$ cat src/sv/sfr_pkg.sv
// Shared types and constants for the serial frame receiver.
// No dependencies; used by the parser, the top level and the bench.
package sfr_pkg;

    // Result kinds
    typedef enum logic [1:0] {
        KIND_PAYLOAD = 2'd0,
        KIND_GOOD    = 2'd1,
        KIND_BAD     = 2'd2,
        KIND_REJECT  = 2'd3
    } sfr_kind_t;

    // Configuration register indexes
    localparam logic [1:0] CFG_SYNC_FIRST  = 2'd0;
    localparam logic [1:0] CFG_SYNC_SECOND = 2'd1;
    localparam logic [1:0] CFG_MAX_PAYLOAD = 2'd2;

    localparam int unsigned        FIELD_LEN_W       = 12;
    localparam logic [FIELD_LEN_W-1:0] MAX_PAYLOAD_RESET = 12'd1024;

    typedef struct packed {
        logic [7:0]             sync_first;
        logic [7:0]             sync_second;
        logic [FIELD_LEN_W-1:0] max_payload;
    } sfr_cfg_t;

    // One result request as it leaves the parser
    typedef struct packed {
        sfr_kind_t              kind;
        logic [7:0]             data_byte;
        logic [FIELD_LEN_W-1:0] byte_index;
        logic [15:0]            address;
        logic [15:0]            block_id;
        logic [15:0]            function_id;
        logic [7:0]             op_type;
        logic [FIELD_LEN_W-1:0] payload_length;
        logic                   frame_end;
    } sfr_result_t;

endpackage

$ cat src/sv/sfr_in_stage.sv
// Input register for received bytes.
// Depends on nothing; the advance signal comes from the top level.
module sfr_in_stage
(
    input  logic       clk,
    input  logic       rst_n,
    input  logic       rx_valid,
    output logic       rx_ready,
    input  logic [7:0] rx_byte,
    input  logic       advance,
    output logic       stage_valid,
    output logic [7:0] stage_byte
);

    logic       valid_reg;
    logic       valid_next;
    logic [7:0] byte_reg;

    // Free slot, or the held byte moves on this cycle
    assign rx_ready   = !valid_reg || advance;
    assign valid_next = (rx_valid && rx_ready) || (valid_reg && !advance);

    always_ff @(posedge clk or negedge rst_n)
    begin
        if (!rst_n)
        begin
            valid_reg <= 1'b0;
        end
        else
        begin
            valid_reg <= valid_next;
        end
    end

    // Payload register, no reset
    always_ff @(posedge clk)
    begin
        if (rx_valid && rx_ready)
        begin
            byte_reg <= rx_byte;
        end
    end

    assign stage_valid = valid_reg;
    assign stage_byte  = byte_reg;

endmodule

$ cat src/sv/sfr_parser.sv
// Frame parser: phase sequencer, header registers, payload count and checksum.
// Depends on sfr_pkg for the configuration and result types.
module sfr_parser
#(
    parameter int unsigned LEN_BITS = 12
)
(
    input  logic                  clk,
    input  logic                  rst_n,
    input  sfr_pkg::sfr_cfg_t     cfg,
    input  logic [7:0]            in_byte,
    input  logic                  advance,
    output logic                  res_valid,
    output sfr_pkg::sfr_result_t  res
);

    typedef enum logic [3:0] {
        PH_SYNC1   = 4'd0,
        PH_SYNC2   = 4'd1,
        PH_ADDR_LO = 4'd2,
        PH_ADDR_HI = 4'd3,
        PH_BLK_LO  = 4'd4,
        PH_BLK_HI  = 4'd5,
        PH_FUNC_LO = 4'd6,
        PH_FUNC_HI = 4'd7,
        PH_OP      = 4'd8,
        PH_LEN_LO  = 4'd9,
        PH_LEN_HI  = 4'd10,
        PH_PAYLOAD = 4'd11
    } phase_t;

    phase_t                            phase_reg,  phase_next;
    logic [LEN_BITS-1:0]               count_reg,  count_next;
    logic [7:0]                        hold_reg,   hold_next;
    logic [15:0]                       addr_reg,   addr_next;
    logic [15:0]                       block_reg,  block_next;
    logic [15:0]                       func_reg,   func_next;
    logic [7:0]                        op_reg,     op_next;
    logic [sfr_pkg::FIELD_LEN_W-1:0]   length_reg, length_next;
    logic [7:0]                        xor_reg,    xor_next;

    logic [15:0]                       len_word;
    logic                              len_bad;
    sfr_pkg::sfr_kind_t                kind_sel;
    logic                              end_sel;

    // Length word check: nibble inverse, configured limit, counter range
    assign len_word = {in_byte, hold_reg};
    assign len_bad  = (len_word[15:12] != ~len_word[3:0])
                   || (len_word[11:0] > cfg.max_payload)
                   || ((len_word[11:0] >> LEN_BITS) != 12'd0);

    // Next state and result for the byte in the input register
    always_comb
    begin
        phase_next  = phase_reg;
        count_next  = count_reg;
        hold_next   = hold_reg;
        addr_next   = addr_reg;
        block_next  = block_reg;
        func_next   = func_reg;
        op_next     = op_reg;
        length_next = length_reg;
        xor_next    = xor_reg;
        res_valid   = 1'b0;
        kind_sel    = sfr_pkg::KIND_PAYLOAD;
        end_sel     = 1'b0;
        unique case (phase_reg)
            PH_SYNC1:
            begin
                if (in_byte == cfg.sync_first)
                begin
                    phase_next = PH_SYNC2;
                end
            end
            PH_SYNC2:
            begin
                // second marker wins when both markers are equal
                if (in_byte == cfg.sync_second)
                begin
                    phase_next = PH_ADDR_LO;
                end
                else if (in_byte != cfg.sync_first)
                begin
                    phase_next = PH_SYNC1;
                end
            end
            PH_ADDR_LO:
            begin
                hold_next  = in_byte;
                xor_next   = in_byte;
                phase_next = PH_ADDR_HI;
            end
            PH_ADDR_HI:
            begin
                addr_next  = {in_byte, hold_reg};
                xor_next   = xor_reg ^ in_byte;
                phase_next = PH_BLK_LO;
            end
            PH_BLK_LO:
            begin
                hold_next  = in_byte;
                xor_next   = xor_reg ^ in_byte;
                phase_next = PH_BLK_HI;
            end
            PH_BLK_HI:
            begin
                block_next = {in_byte, hold_reg};
                xor_next   = xor_reg ^ in_byte;
                phase_next = PH_FUNC_LO;
            end
            PH_FUNC_LO:
            begin
                hold_next  = in_byte;
                xor_next   = xor_reg ^ in_byte;
                phase_next = PH_FUNC_HI;
            end
            PH_FUNC_HI:
            begin
                func_next  = {in_byte, hold_reg};
                xor_next   = xor_reg ^ in_byte;
                phase_next = PH_OP;
            end
            PH_OP:
            begin
                op_next    = in_byte;
                xor_next   = xor_reg ^ in_byte;
                phase_next = PH_LEN_LO;
            end
            PH_LEN_LO:
            begin
                hold_next  = in_byte;
                xor_next   = xor_reg ^ in_byte;
                phase_next = PH_LEN_HI;
            end
            PH_LEN_HI:
            begin
                length_next = len_word[11:0];
                xor_next    = xor_reg ^ in_byte;
                count_next  = '0;
                if (len_bad)
                begin
                    phase_next = PH_SYNC1;
                    res_valid  = 1'b1;
                    kind_sel   = sfr_pkg::KIND_REJECT;
                    end_sel    = 1'b1;
                end
                else
                begin
                    phase_next = PH_PAYLOAD;
                end
            end
            PH_PAYLOAD:
            begin
                res_valid = 1'b1;
                if (12'(count_reg) < length_reg)
                begin
                    xor_next   = xor_reg ^ in_byte;
                    count_next = count_reg + 1'b1;
                end
                else
                begin
                    // check byte closes the frame
                    phase_next = PH_SYNC1;
                    count_next = '0;
                    kind_sel   = (in_byte == xor_reg) ? sfr_pkg::KIND_GOOD
                                                      : sfr_pkg::KIND_BAD;
                    end_sel    = 1'b1;
                end
            end
            default:
            begin
                phase_next = PH_SYNC1;
                count_next = '0;
            end
        endcase
    end

    // Result request, headers taken after this byte's update
    always_comb
    begin
        res.kind           = kind_sel;
        res.data_byte      = (kind_sel == sfr_pkg::KIND_PAYLOAD) ? in_byte : 8'd0;
        res.byte_index     = (kind_sel == sfr_pkg::KIND_PAYLOAD) ? 12'(count_reg) : 12'd0;
        res.address        = addr_next;
        res.block_id       = block_next;
        res.function_id    = func_next;
        res.op_type        = op_next;
        res.payload_length = length_next;
        res.frame_end      = end_sel;
    end

    always_ff @(posedge clk or negedge rst_n)
    begin
        if (!rst_n)
        begin
            phase_reg  <= PH_SYNC1;
            count_reg  <= '0;
            hold_reg   <= '0;
            addr_reg   <= '0;
            block_reg  <= '0;
            func_reg   <= '0;
            op_reg     <= '0;
            length_reg <= '0;
            xor_reg    <= '0;
        end
        else if (advance)
        begin
            phase_reg  <= phase_next;
            count_reg  <= count_next;
            hold_reg   <= hold_next;
            addr_reg   <= addr_next;
            block_reg  <= block_next;
            func_reg   <= func_next;
            op_reg     <= op_next;
            length_reg <= length_next;
            xor_reg    <= xor_next;
        end
    end

    // Payload count never passes the length of an open frame
    a_count_bound: assert property (@(posedge clk) disable iff (!rst_n)
        phase_reg == PH_PAYLOAD |-> 12'(count_reg) <= length_reg)
        else $error("payload count beyond frame length");

    // A rejected length always restarts the hunt
    a_reject_hunt: assert property (@(posedge clk) disable iff (!rst_n)
        advance && res_valid && res.kind == sfr_pkg::KIND_REJECT |=> phase_reg == PH_SYNC1)
        else $error("reject did not restart the hunt");

    // Only the payload phase and the length word give results
    a_res_phase: assert property (@(posedge clk) disable iff (!rst_n)
        res_valid |-> (phase_reg == PH_PAYLOAD || phase_reg == PH_LEN_HI))
        else $error("result outside payload or length phase");

endmodule

$ cat src/sv/serial_frame_receiver.sv
// Serial frame receiver: config registers, input stage, parser, result register.
// Depends on sfr_pkg, sfr_in_stage and sfr_parser.
// An accepted byte is held in the input register; its result is registered in the output register.
// Throughput: one byte per cycle; the input register takes a byte while a
// result waits in the output register, and stalls only when both are full.
// Reset (rst_n low, asynchronous): hunt for first marker, markers 0, max 1024.
module serial_frame_receiver
#(
    parameter int unsigned LEN_BITS = 12
)
(
    input  logic        clk,
    input  logic        rst_n,
    input  logic        cfg_we,
    input  logic [1:0]  cfg_index,
    input  logic [11:0] cfg_wdata,
    input  logic        rx_valid,
    output logic        rx_ready,
    input  logic [7:0]  rx_byte,
    output logic        out_valid,
    input  logic        out_ready,
    output logic [1:0]  kind,
    output logic [7:0]  data_byte,
    output logic [11:0] byte_index,
    output logic [15:0] address,
    output logic [15:0] block_id,
    output logic [15:0] function_id,
    output logic [7:0]  op_type,
    output logic [11:0] payload_length,
    output logic        frame_end
);

    sfr_pkg::sfr_cfg_t    cfg_reg;
    logic                 stage_valid;
    logic [7:0]           stage_byte;
    logic                 advance;
    logic                 res_valid;
    sfr_pkg::sfr_result_t res;
    logic                 out_valid_reg;
    logic                 out_valid_next;
    sfr_pkg::sfr_result_t out_reg;

    // Configuration writes; unused index ignored
    always_ff @(posedge clk or negedge rst_n)
    begin
        if (!rst_n)
        begin
            cfg_reg.sync_first  <= 8'd0;
            cfg_reg.sync_second <= 8'd0;
            cfg_reg.max_payload <= sfr_pkg::MAX_PAYLOAD_RESET;
        end
        else if (cfg_we)
        begin
            unique case (cfg_index)
                sfr_pkg::CFG_SYNC_FIRST:  cfg_reg.sync_first  <= cfg_wdata[7:0];
                sfr_pkg::CFG_SYNC_SECOND: cfg_reg.sync_second <= cfg_wdata[7:0];
                sfr_pkg::CFG_MAX_PAYLOAD: cfg_reg.max_payload <= cfg_wdata;
                default:
                begin
                end
            endcase
        end
    end

    // Byte moves through the parser when the result slot is free or draining
    assign advance = stage_valid && (!out_valid_reg || out_ready);

    sfr_in_stage u_in_stage
    (
        .clk         (clk),
        .rst_n       (rst_n),
        .rx_valid    (rx_valid),
        .rx_ready    (rx_ready),
        .rx_byte     (rx_byte),
        .advance     (advance),
        .stage_valid (stage_valid),
        .stage_byte  (stage_byte)
    );

    sfr_parser #(
        .LEN_BITS (LEN_BITS)
    ) u_parser
    (
        .clk       (clk),
        .rst_n     (rst_n),
        .cfg       (cfg_reg),
        .in_byte   (stage_byte),
        .advance   (advance),
        .res_valid (res_valid),
        .res       (res)
    );

    // Result register
    assign out_valid_next = advance ? res_valid : (out_valid_reg && !out_ready);

    always_ff @(posedge clk or negedge rst_n)
    begin
        if (!rst_n)
        begin
            out_valid_reg <= 1'b0;
        end
        else
        begin
            out_valid_reg <= out_valid_next;
        end
    end

    always_ff @(posedge clk)
    begin
        if (advance && res_valid)
        begin
            out_reg <= res;
        end
    end

    assign out_valid      = out_valid_reg;
    assign kind           = out_reg.kind;
    assign data_byte      = out_reg.data_byte;
    assign byte_index     = out_reg.byte_index;
    assign address        = out_reg.address;
    assign block_id       = out_reg.block_id;
    assign function_id    = out_reg.function_id;
    assign op_type        = out_reg.op_type;
    assign payload_length = out_reg.payload_length;
    assign frame_end      = out_reg.frame_end;

    // A waiting result is never overwritten
    a_no_overwrite: assert property (@(posedge clk) disable iff (!rst_n)
        out_valid_reg && !out_ready |-> !advance)
        else $error("result register overwritten while waiting");

    // frame_end marks exactly the closing kinds
    a_end_kind: assert property (@(posedge clk) disable iff (!rst_n)
        out_valid_reg |-> (out_reg.frame_end == (out_reg.kind != sfr_pkg::KIND_PAYLOAD)))
        else $error("frame_end does not match result kind");

    // Payload bytes stay inside the announced length
    a_index_range: assert property (@(posedge clk) disable iff (!rst_n)
        out_valid_reg && out_reg.kind == sfr_pkg::KIND_PAYLOAD
            |-> out_reg.byte_index < out_reg.payload_length)
        else $error("payload index beyond length");

endmodule

$ cat config.mk
export PLATFORM = sky130hd
export DESIGN_NAME = serial_frame_receiver
export DESIGN_NICKNAME = d
export VERILOG_FILES = /design/src/sv/sfr_pkg.sv /design/src/sv/sfr_in_stage.sv /design/src/sv/sfr_parser.sv /design/src/sv/serial_frame_receiver.sv
export SDC_FILE = /design/constraint.sdc
export NUM_CORES = 1
export LEC_CHECK = 0
export BUFFER_PORTS_ARGS = -buffer_cell sky130_fd_sc_hd__buf_2
export CORE_ASPECT_RATIO = 1.4
export CORE_UTILIZATION = 58
export DETAILED_ROUTE_END_ITERATION = 8
export PLACE_DENSITY = 0.79
export SLEW_MARGIN = 10
export SYNTH_ARGS = -nofsm -noshare
export SYNTH_HDL_FRONTEND = slang
export SYNTH_SLANG_ARGS = --single-unit
$ cat constraint.sdc
create_clock -name clk -period 8.1 [get_ports clk]
set_input_delay 1.215 -clock clk [delete_from_list [all_inputs] [get_ports clk]]
set_output_delay 1.215 -clock clk [all_outputs]
set_load 0.05 [all_outputs]
# Word-level counts from Yosys, hierarchy flattened
# Cells that the tools add are included.
# classes
n_shift,0
mux,24
addsub,1
n_bitwise,3
n_div,0
magnitude_cmp,2
mul,0
n_eq_ne,22
reduce_logical,27
# op_table
op,count
$mux W16,3
$pmux W4 S12,1
$eq A8 B8 Y1,3
$mux W12,2
$pmux W12 S2,1
$pmux W8 S3,1
$mux W4,5
$eq A4 B3 Y1 const B,4
$eq A4 B4 Y1 const B,4
$mux W8,2
$add A12 B1 Y12 const B,1
$gt A12 B12 Y1,1
$lt A12 B12 Y1,1
$reduce_and A2 Y1,5
$reduce_or A10 Y1,1
$eq A4 B2 Y1 const B,2
$ne A8 B8 Y1,1
$reduce_or A8 Y1,1
$xor A8 B8 Y8,1
$mux W2,3
$logic_and A1 B1 Y1,5
$eq A4 B1 Y1 const B,1
$logic_not A1 Y1,4
$logic_not A2 Y1,2
other kinds (17),24
# totals
word_cells,103
register_bits,229
romBits,0
input_bits,27
ramBits,0
latchBits,0
mem_count,0

# Longest topological paths before layout
# Gate-level depths: netlist (run 1).
# depth
word_depth,6
ltp_mapped,10
mapped_depth_nobuf,9

# Cells and area by module
# From an unflattened synthesis (run 1), not the netlist that was laid out.
# unflattened
cells_unflattened,769
hier_area_um2,10153.5
# modules_own_cells
mod,seq_area_each_um2,cells_each,instances,area_each_um2
sfr_parser,2502.4,600,1,6013.3
serial_frame_receiver,3459.6,157,1,3846.2
sfr_in_stage,265.3,12,1,294.0

# Worst setup path before layout (run 1)
# No wires, ideal clock.
# synth_timing
path_kind,input port to flip-flop
startpoint,in out_ready
endpoint,"reg out_reg (netlist bit address[0]), enable pin"
stages,6
t_required_ns,7.530
slack_ns,1.099
path_buffers,3
arrival_ns,6.431
path_cell_list,nor2b_1 -> nand2b_1 -> clkbuf_1 -> clkbuf_1 -> clkbuf_1 -> a21oi_1
# synth_between
elab_chain_len,3
# synth_lines
element,line,source
from (decl),serial_frame_receiver.sv:21,"input logic out_ready,"
$logic_or A1 B1 Y1,serial_frame_receiver.sv:66,assign advance = stage_valid && (!out_valid_reg || out_ready);
$logic_and A1 B1 Y1,serial_frame_receiver.sv:66,
$logic_and A1 B1 Y1,serial_frame_receiver.sv:110,if (advance && res_valid)
to (signal assigned),serial_frame_receiver.sv:112,out_reg <= res;
to (decl),serial_frame_receiver.sv:41,sfr_pkg::sfr_result_t out_reg;
# Every way passes these cells.
# A chain may end at the register's enable or synchronous reset.

# Final worst setup path (run 1)
# layout_timing
startpoint,reg u_in_stage.byte_reg[2] (netlist: u_in_stage.stage_byte[2])
endpoint,"reg out_reg (netlist bit block_id[4]), enable pin"
# layout_between
elab_chain_len,5
# layout_lines
element,line,source
from (decl),sfr_in_stage.sv:17,logic [7:0] byte_reg;
from (signal assigned),sfr_in_stage.sv:40,byte_reg <= rx_byte;
$gt A12 B12 Y1,sfr_parser.sv:50,|| (len_word[11:0] > cfg.max_payload)
$logic_or A1 B1 Y1,sfr_parser.sv:50,
$mux W1,sfr_parser.sv:141,if (len_bad)
$pmux W1 S2,sfr_parser.sv:68,unique case (phase_reg)
$logic_and A1 B1 Y1,serial_frame_receiver.sv:110,
# Every way passes these cells.

==> results.json, run 1 <==
{
  "status": "completed",
  "synth_area_sq_um": 10200,
  "yosysUniqueCellTypes": 50,
  "worstMarginPinSlew_ns": 1.09,
  "hpwl_microns": 15000,
  "ant_nets": 0,
  "h-tree-depth": 1,
  "powerDensity_nw_per_um2": 318,
  "power_w": 0.00372,
  "synth_edf_count": 99,
  "ys_async_sr_fraction_pct": 56.8,
  "rsz0062_at_grt": "no",
  "wire_per_inst_microns": 18.0,
  "cts_sinks": 229,
  "rows": 56,
  "final_common_cell": "nand2_1",
  "hold_viol_final": 0,
  "cts_root_buf": "clkbuf_16",
  "synth_xor_area_share_pct": 3.01,
  "core_area_sq_um": 17000,
  "grt_pass1_wl_microns": 35400,
  "drt-pass1-iter-count": 5,
  "synthAdderAreaFrac_pct": 2.95,
  "portBuffers": 119,
  "avgViaCountPerCell": 5.50,
  "grt_use_total_pct": 25.2,
  "synth_top_family_by_area": "simple AND/OR/NAND/NOR gates",
  "drive_gt1_share_pct": 27.3,
  "worst_setup_path_end_kind": "flip-flop",
  "holdPathStages": 2,
  "cts_made_buffers": 21,
  "grt_pass1_vias": 6664,
  "largest_reg_flops": 28,
  "clkSlewWorstSetupHoldPaths_ns": 0.06,
  "crit_path_start_kind": "flip-flop",
  "start_util_pct": 60.0,
  "clock_skew_ns": 0.0123,
  "synth_compound_area_share_pct": 5.43,
  "gp_congestion": 0.825,
  "grt_max_degree": 81,
  "netlist_instances": 863,
  "avgSynthCellArea_sq_um": 11.8,
  "synth-seq-cells": 229,
  "vias": 6722,
  "insertion_delay_ns": 0.50,
  "chipHeight_microns": 159,
  "vdd_ir_drop_max_mv": 0.226,
  "finalCritPeriodShare_pct": 50.5,
  "hold_buffers": 0,
  "max_slew_margin_pct": 26.8,
  "fin_crit_ns": 4.09,
  "syn_to_final_growth_pct": 14.9,
  "max_freq_mhz": 245,
  "die_x_microns": 114,
  "setup-violations-final": 0,
  "crit_type": "reg2reg",
  "layout_common_cells": "217 x nand2_1, 129 x dfrtp_1, 118 x buf_2",
  "p_leak_nw": 5.22,
  "drv_cap": 0,
  "post_cts_buffers": 0,
  "slew_viol_final": 0,
  "overflow": 0,
  "ys_seq_area_share_pct": 61.2,
  "totalWireLength_microns": 22000,
  "dieArea_sq_um": 18100,
  "reg2regPathDepth": 10,
  "cp.arrival_ns": 4.22,
  "io_pins": 120,
  "fin_util_pct": 68.9,
  "drc": 0,
  "yosys_warnings": 0,
  "fin_nets": 1026,
  "synthSimpleGateAreaFrac_pct": 14.2,
  "syn_nets": 914,
  "synthMuxAreaShare_pct": 10.5,
  "hp-class": "reg2reg",
  "drt-initial-drc-count": 354,
  "worst-path-max-fanout": 51,
  "fin_tns_setup_ns": 0,
  "critPathRequiredTime_ns": 8.23,
  "synth_ff_type": "dfrtp_1",
  "cts_buffer_depth": 3,
  "cts_tree": "done",
  "cts_resized": 0,
  "antenna_found_initial": 0,
  "antenna_cells": 0
}
## synth_stat cells, types with 2 or more instances
library cell	n	share of area (%)
mux2_1	2	0.22
or2_2	2	0.12
a21o_1	4	0.30
xnor2_1	23	2.0
nand3_1	10	0.49
nor3b_2	2	0.25
edfxtp_1	99	29
o21a_1	2	0.15
nor3_2	2	0.20
o31ai_1	4	0.30
mux2_2	90	10
nor2_1	20	0.74
dfrtp_1	129	32
xor2_1	12	1.0
nand3b_1	5	0.37
o211ai_1	2	0.15
nand4_1	12	0.74
clkbuf_1	24	0.89
o21ai_1	3	0.15
nand2_1	217	8.0
a21boi_0	2	0.15
and3_1	22	1.4
nand2b_1	4	0.25
nor4_1	3	0.18
ha_1	24	3.0
buf_1	8	0.30
a31oi_1	2	0.12
o21ai_0	42	2.1
and2_1	4	0.25
a21oi_1	24	1.2
buf_2	7	0.34
inv_1	30	1.1
mux2i_1	3	0.30
o21ai_2	2	0.17
nor2b_1	5	0.31
nor3_1	3	0.15
## layer usage
layer | vias up | track usage (%) | wire, microns
met4 | 0 | 9.92 | 773
met3 | 45 | 2.94 | 980
li1 | 3204 | - | -
met2 | 203 | 44.2 | 11500
met5 | - | 0 | 0
met1 | 3270 | 31.7 | 8830
## through the flow
stage               instances  instance area (sq um)  hold WS, ns  worst slack [ns]
floorplan                 863                  10200        0.439              1.10
global placement         1184                  11000        0.451              4.09
detailed placement       1184                  11000        0.458              3.99
CTS                      1222                  11700        0.475              4.00
global route             1222                  11700        0.492              3.75
finish                   1222                  11700        0.471              4.01
## worst max-delay path: stages, from the launching register on
cell and delay [ns]:
edfxtp_1 0.66, ha_1 0.44, nand4_1 0.10, or2_2 0.32, a21o_1 0.16, a31oi_1 0.29, o21ai_1 0.12, buf_4 0.22
a21oi_4 0.36, buf_4 0.43, buf_4 0.58
## logic make-up after synthesis
logic type / count (synthesis)
AOI/OAI and AO/OA: 93
xor gates and xnor gates: 35
adders and majority gates: 24
buffers and inverters: 70
DFF: 229
muxes: 95
and+or+nand+nor: 317
## final timing paths
path | from | endpoint | slack, ns
worst min register to register | u_parser.block_reg[1]$_DFFE_PN0P_ | u_parser.block_reg[1]$_DFFE_PN0P_ | 0.47
max in group asynchronous | rst_n | u_parser.xor_reg[4]$_DFFE_PN0P_ | 5.88
worst min-delay path | u_parser.block_reg[1]$_DFFE_PN0P_ | u_parser.block_reg[1]$_DFFE_PN0P_ | 0.47
worst max-delay path | u_in_stage.stage_byte[2]$_DFFE_PP_ | block_id[4]$_DFFE_PP_ | 4.01
worst max register to register | u_in_stage.stage_byte[2]$_DFFE_PP_ | block_id[4]$_DFFE_PP_ | 4.01
min in group asynchronous | rst_n | cfg_reg[21]$_DFFE_PN0P_ | 0.76
## area by class of cell
type / count / area, sq um
Tap cell: 232 / 290
Clock buffer: 27 / 558
Timing Repair Buffer: 129 / 673
Inverter: 30 / 113
Fill cell: 1262 / 5270
Sequential cell: 229 / 6230
Multi-Input combinational cell: 564 / 3690
Clock inverter: 11 / 135
## power breakdown
group	total (W)	switching [W]	internal (W)
combinational	0.00101	0.000600	0.000413
sequential	0.00171	0.000198	0.00151
clock	0.000997	0.000411	0.000586
total	0.00372	0.00121	0.00251
Power figures use the tool's default switching activity.
==> run 2: changes to the inputs <==
==> constraint.sdc (replaced) <==
create_clock -name clk -period 3.8 [get_ports clk]
set_input_delay 0.57 -clock clk [delete_from_list [all_inputs] [get_ports clk]]
set_output_delay 0.57 -clock clk [all_outputs]
set_load 0.05 [all_outputs]
==> run 2 against run 1 <==
  * Wire length is 1.5% lower
  * First-iteration DRC count is 20% higher
  * Fmax is 37% higher
  * Cell area is 0.66% higher
  * Global-route usage is 0.17 points lower
  * Critical path type unchanged
  * Critical endpoint is now function_id[9]$_DFFE_PP_
  * Largest cell class unchanged
==> results.json, run 2 (synthesis results as in run 1) <==
{
  "rows": 56,
  "cts_sinks": 229,
  "totalWireLength_microns": 21700,
  "fin_tns_setup_ns": 0,
  "critPathRequiredTime_ns": 3.99,
  "grt_pass1_vias": 6678,
  "seq_power_share_pct": 46.3,
  "hp-class": "in2async",
  "cp.arrival_ns": 3.16,
  "largest_reg_flops": 28,
  "gp_congestion": 0.865,
  "grt_use_total_pct": 25.1,
  "drt-initial-drc-count": 425,
  "fin_crit_ns": 2.98,
  "crit_type": "reg2reg",
  "place_inst": 1192,
  "hpwl_microns": 14500,
  "pwr-share-clk_pct": 26.2,
  "layoutNonFillerInstCount": 1230,
  "cts_resized": 0,
  "vias": 6843,
  "cts_root_buf": "clkbuf_16",
  "slew_viol_final": 0,
  "chipHeight_microns": 159,
  "hold_buffers": 0,
  "crit_start": "u_in_stage.stage_byte[1]$_DFFE_PP_",
  "antenna_found_initial": 0,
  "avgViaCountPerCell": 5.56,
  "vdd_ir_drop_max_mv": 0.419,
  "max_slew_margin_pct": 27.3,
  "cts_buffer_depth": 3,
  "finalCritPeriodShare_pct": 78.4,
  "post_cts_buffers": 0,
  "dieArea_sq_um": 18100,
  "ant_nets": 0,
  "start_util_pct": 60.0,
  "switching_share_pct": 32.7,
  "clkSlewWorstSetupHoldPaths_ns": 0.06,
  "die_x_microns": 114,
  "core_area_sq_um": 17000,
  "hold_viol_final": 0,
  "worst-path-max-fanout": 38,
  "crit_path_start_kind": "flip-flop",
  "drv_cap": 0,
  "drt-pass1-iter-count": 5,
  "p_leak_nw": 5.25,
  "drc": 0,
  "portBuffers": 119,
  "p_switching_w": 0.00257,
  "h-tree-depth": 1,
  "clock_skew_ns": 0.00762,
  "worst_setup_path_end_kind": "flip-flop",
  "drive_gt1_share_pct": 28.1,
  "power_frac_comb_pct": 27.5,
  "rsz0062_at_grt": "no",
  "insertion_delay_ns": 0.50,
  "grt_pass1_wl_microns": 35300,
  "fin_nets": 1034,
  "max_freq_mhz": 336,
  "powerDensity_nw_per_um2": 668,
  "cts_made_buffers": 21,
  "layout_common_cells": "217 x nand2_1, 129 x dfrtp_1, 118 x buf_2",
  "internal_power_w": 0.00528,
  "io_pins": 120,
  "syn_to_final_growth_pct": 15.6,
  "setup-violations-final": 0,
  "cts_tree": "done",
  "antenna_cells": 0,
  "final_common_cell": "nand2_1",
  "r2r-start": "u_in_stage.stage_byte[1]$_DFFE_PP_",
  "wire_per_inst_microns": 17.6,
  "status": "completed",
  "overflow": 0,
  "grt_max_degree": 53,
  "worstMarginPinSlew_ns": 1.09
}
## run 2: changes by cell type in the layout (fill, tap and decap cells not counted), moves of 2 or more
cell / delta
clkinv_1: +2
clkbuf_1: -2
buf_4: +6
buf_12: +2
## run 2: worst paths after layout
kind | slack [ns] | endpoint | depth (start not counted)
max | 0.82 | function_id[9]$_DFFE_PP_ | 9
min | 0.1 | cfg_reg[13]$_DFFE_PN0P_ | 1
max reg2reg | 0.82 | function_id[9]$_DFFE_PP_ | 9
min reg2reg | 0.47 | u_parser.func_reg[4]$_DFFE_PN0P_ | 2
max in group asynchronous | 2.82 | u_parser.op_reg[3]$_DFFE_PN0P_ | 2
min in group clk | 0.24 | u_in_stage.stage_byte[3]$_DFFE_PP_ | 1
## run 2: through the flow
| step | utilization [%] | hold WS [ns] | worst slack, ns | area, sq um | total power [W] |
|---|---|---|---|---|---|
| detailed placement | 65.5 | 0.457 | 0.861 | 11100 | 0.00581 |
| global route | 69.4 | 0.154 | 0.734 | 11800 | 0.00829 |
| finish | 69.4 | 0.0953 | 0.822 | 11800 | 0.00785 |
| global placement | 65.5 | 0.449 | 0.963 | 11100 | 0.00572 |
| floorplan | - | 0.274 | 0.0201 | 10200 | 0.00522 |
| CTS | 69.4 | 0.123 | 0.838 | 11800 | 0.00788 |
## run 2: routing by layer
| layer | vias up | global-route usage, % | wire, microns |
|---|---|---|---|
| met5 | - | 0 | 0 |
| met4 | 0 | 10.4 | 863 |
| met3 | 58 | 2.71 | 983 |
| met2 | 219 | 42.9 | 11100 |
| met1 | 3339 | 32.2 | 8710 |
| li1 | 3227 | - | - |
## run 2: area by class of cell
cell class	count	area, sq um
flip-flops and latches	229	6230
fillers	1248	5190
multi-input cells	564	3710
repair buffers	137	758
clock buffers	25	551
well taps	232	290
clock inverters	13	116
inverters	30	113
## run 2: worst max-delay path: stages (launching register included)
cell      delay, ns
edfxtp_1       0.37
buf_4          0.21
ha_1           0.33
nand4_1        0.13
or2_2          0.33
a21o_1         0.19
a31oi_4        0.18
o21ai_2        0.11
a21oi_4        0.49
buf_12         0.29
## run 2: power by group through the flow
stage	Combinational, W	Clock, W	Sequential [W]
finish	0.00216	0.00206	0.00364
global route	0.00241	0.00218	0.00370
CTS	0.00217	0.00208	0.00363
detailed placement	0.00214	0	0.00367
global placement	0.00207	0	0.00364
floorplan	0.00156	0	0.00365
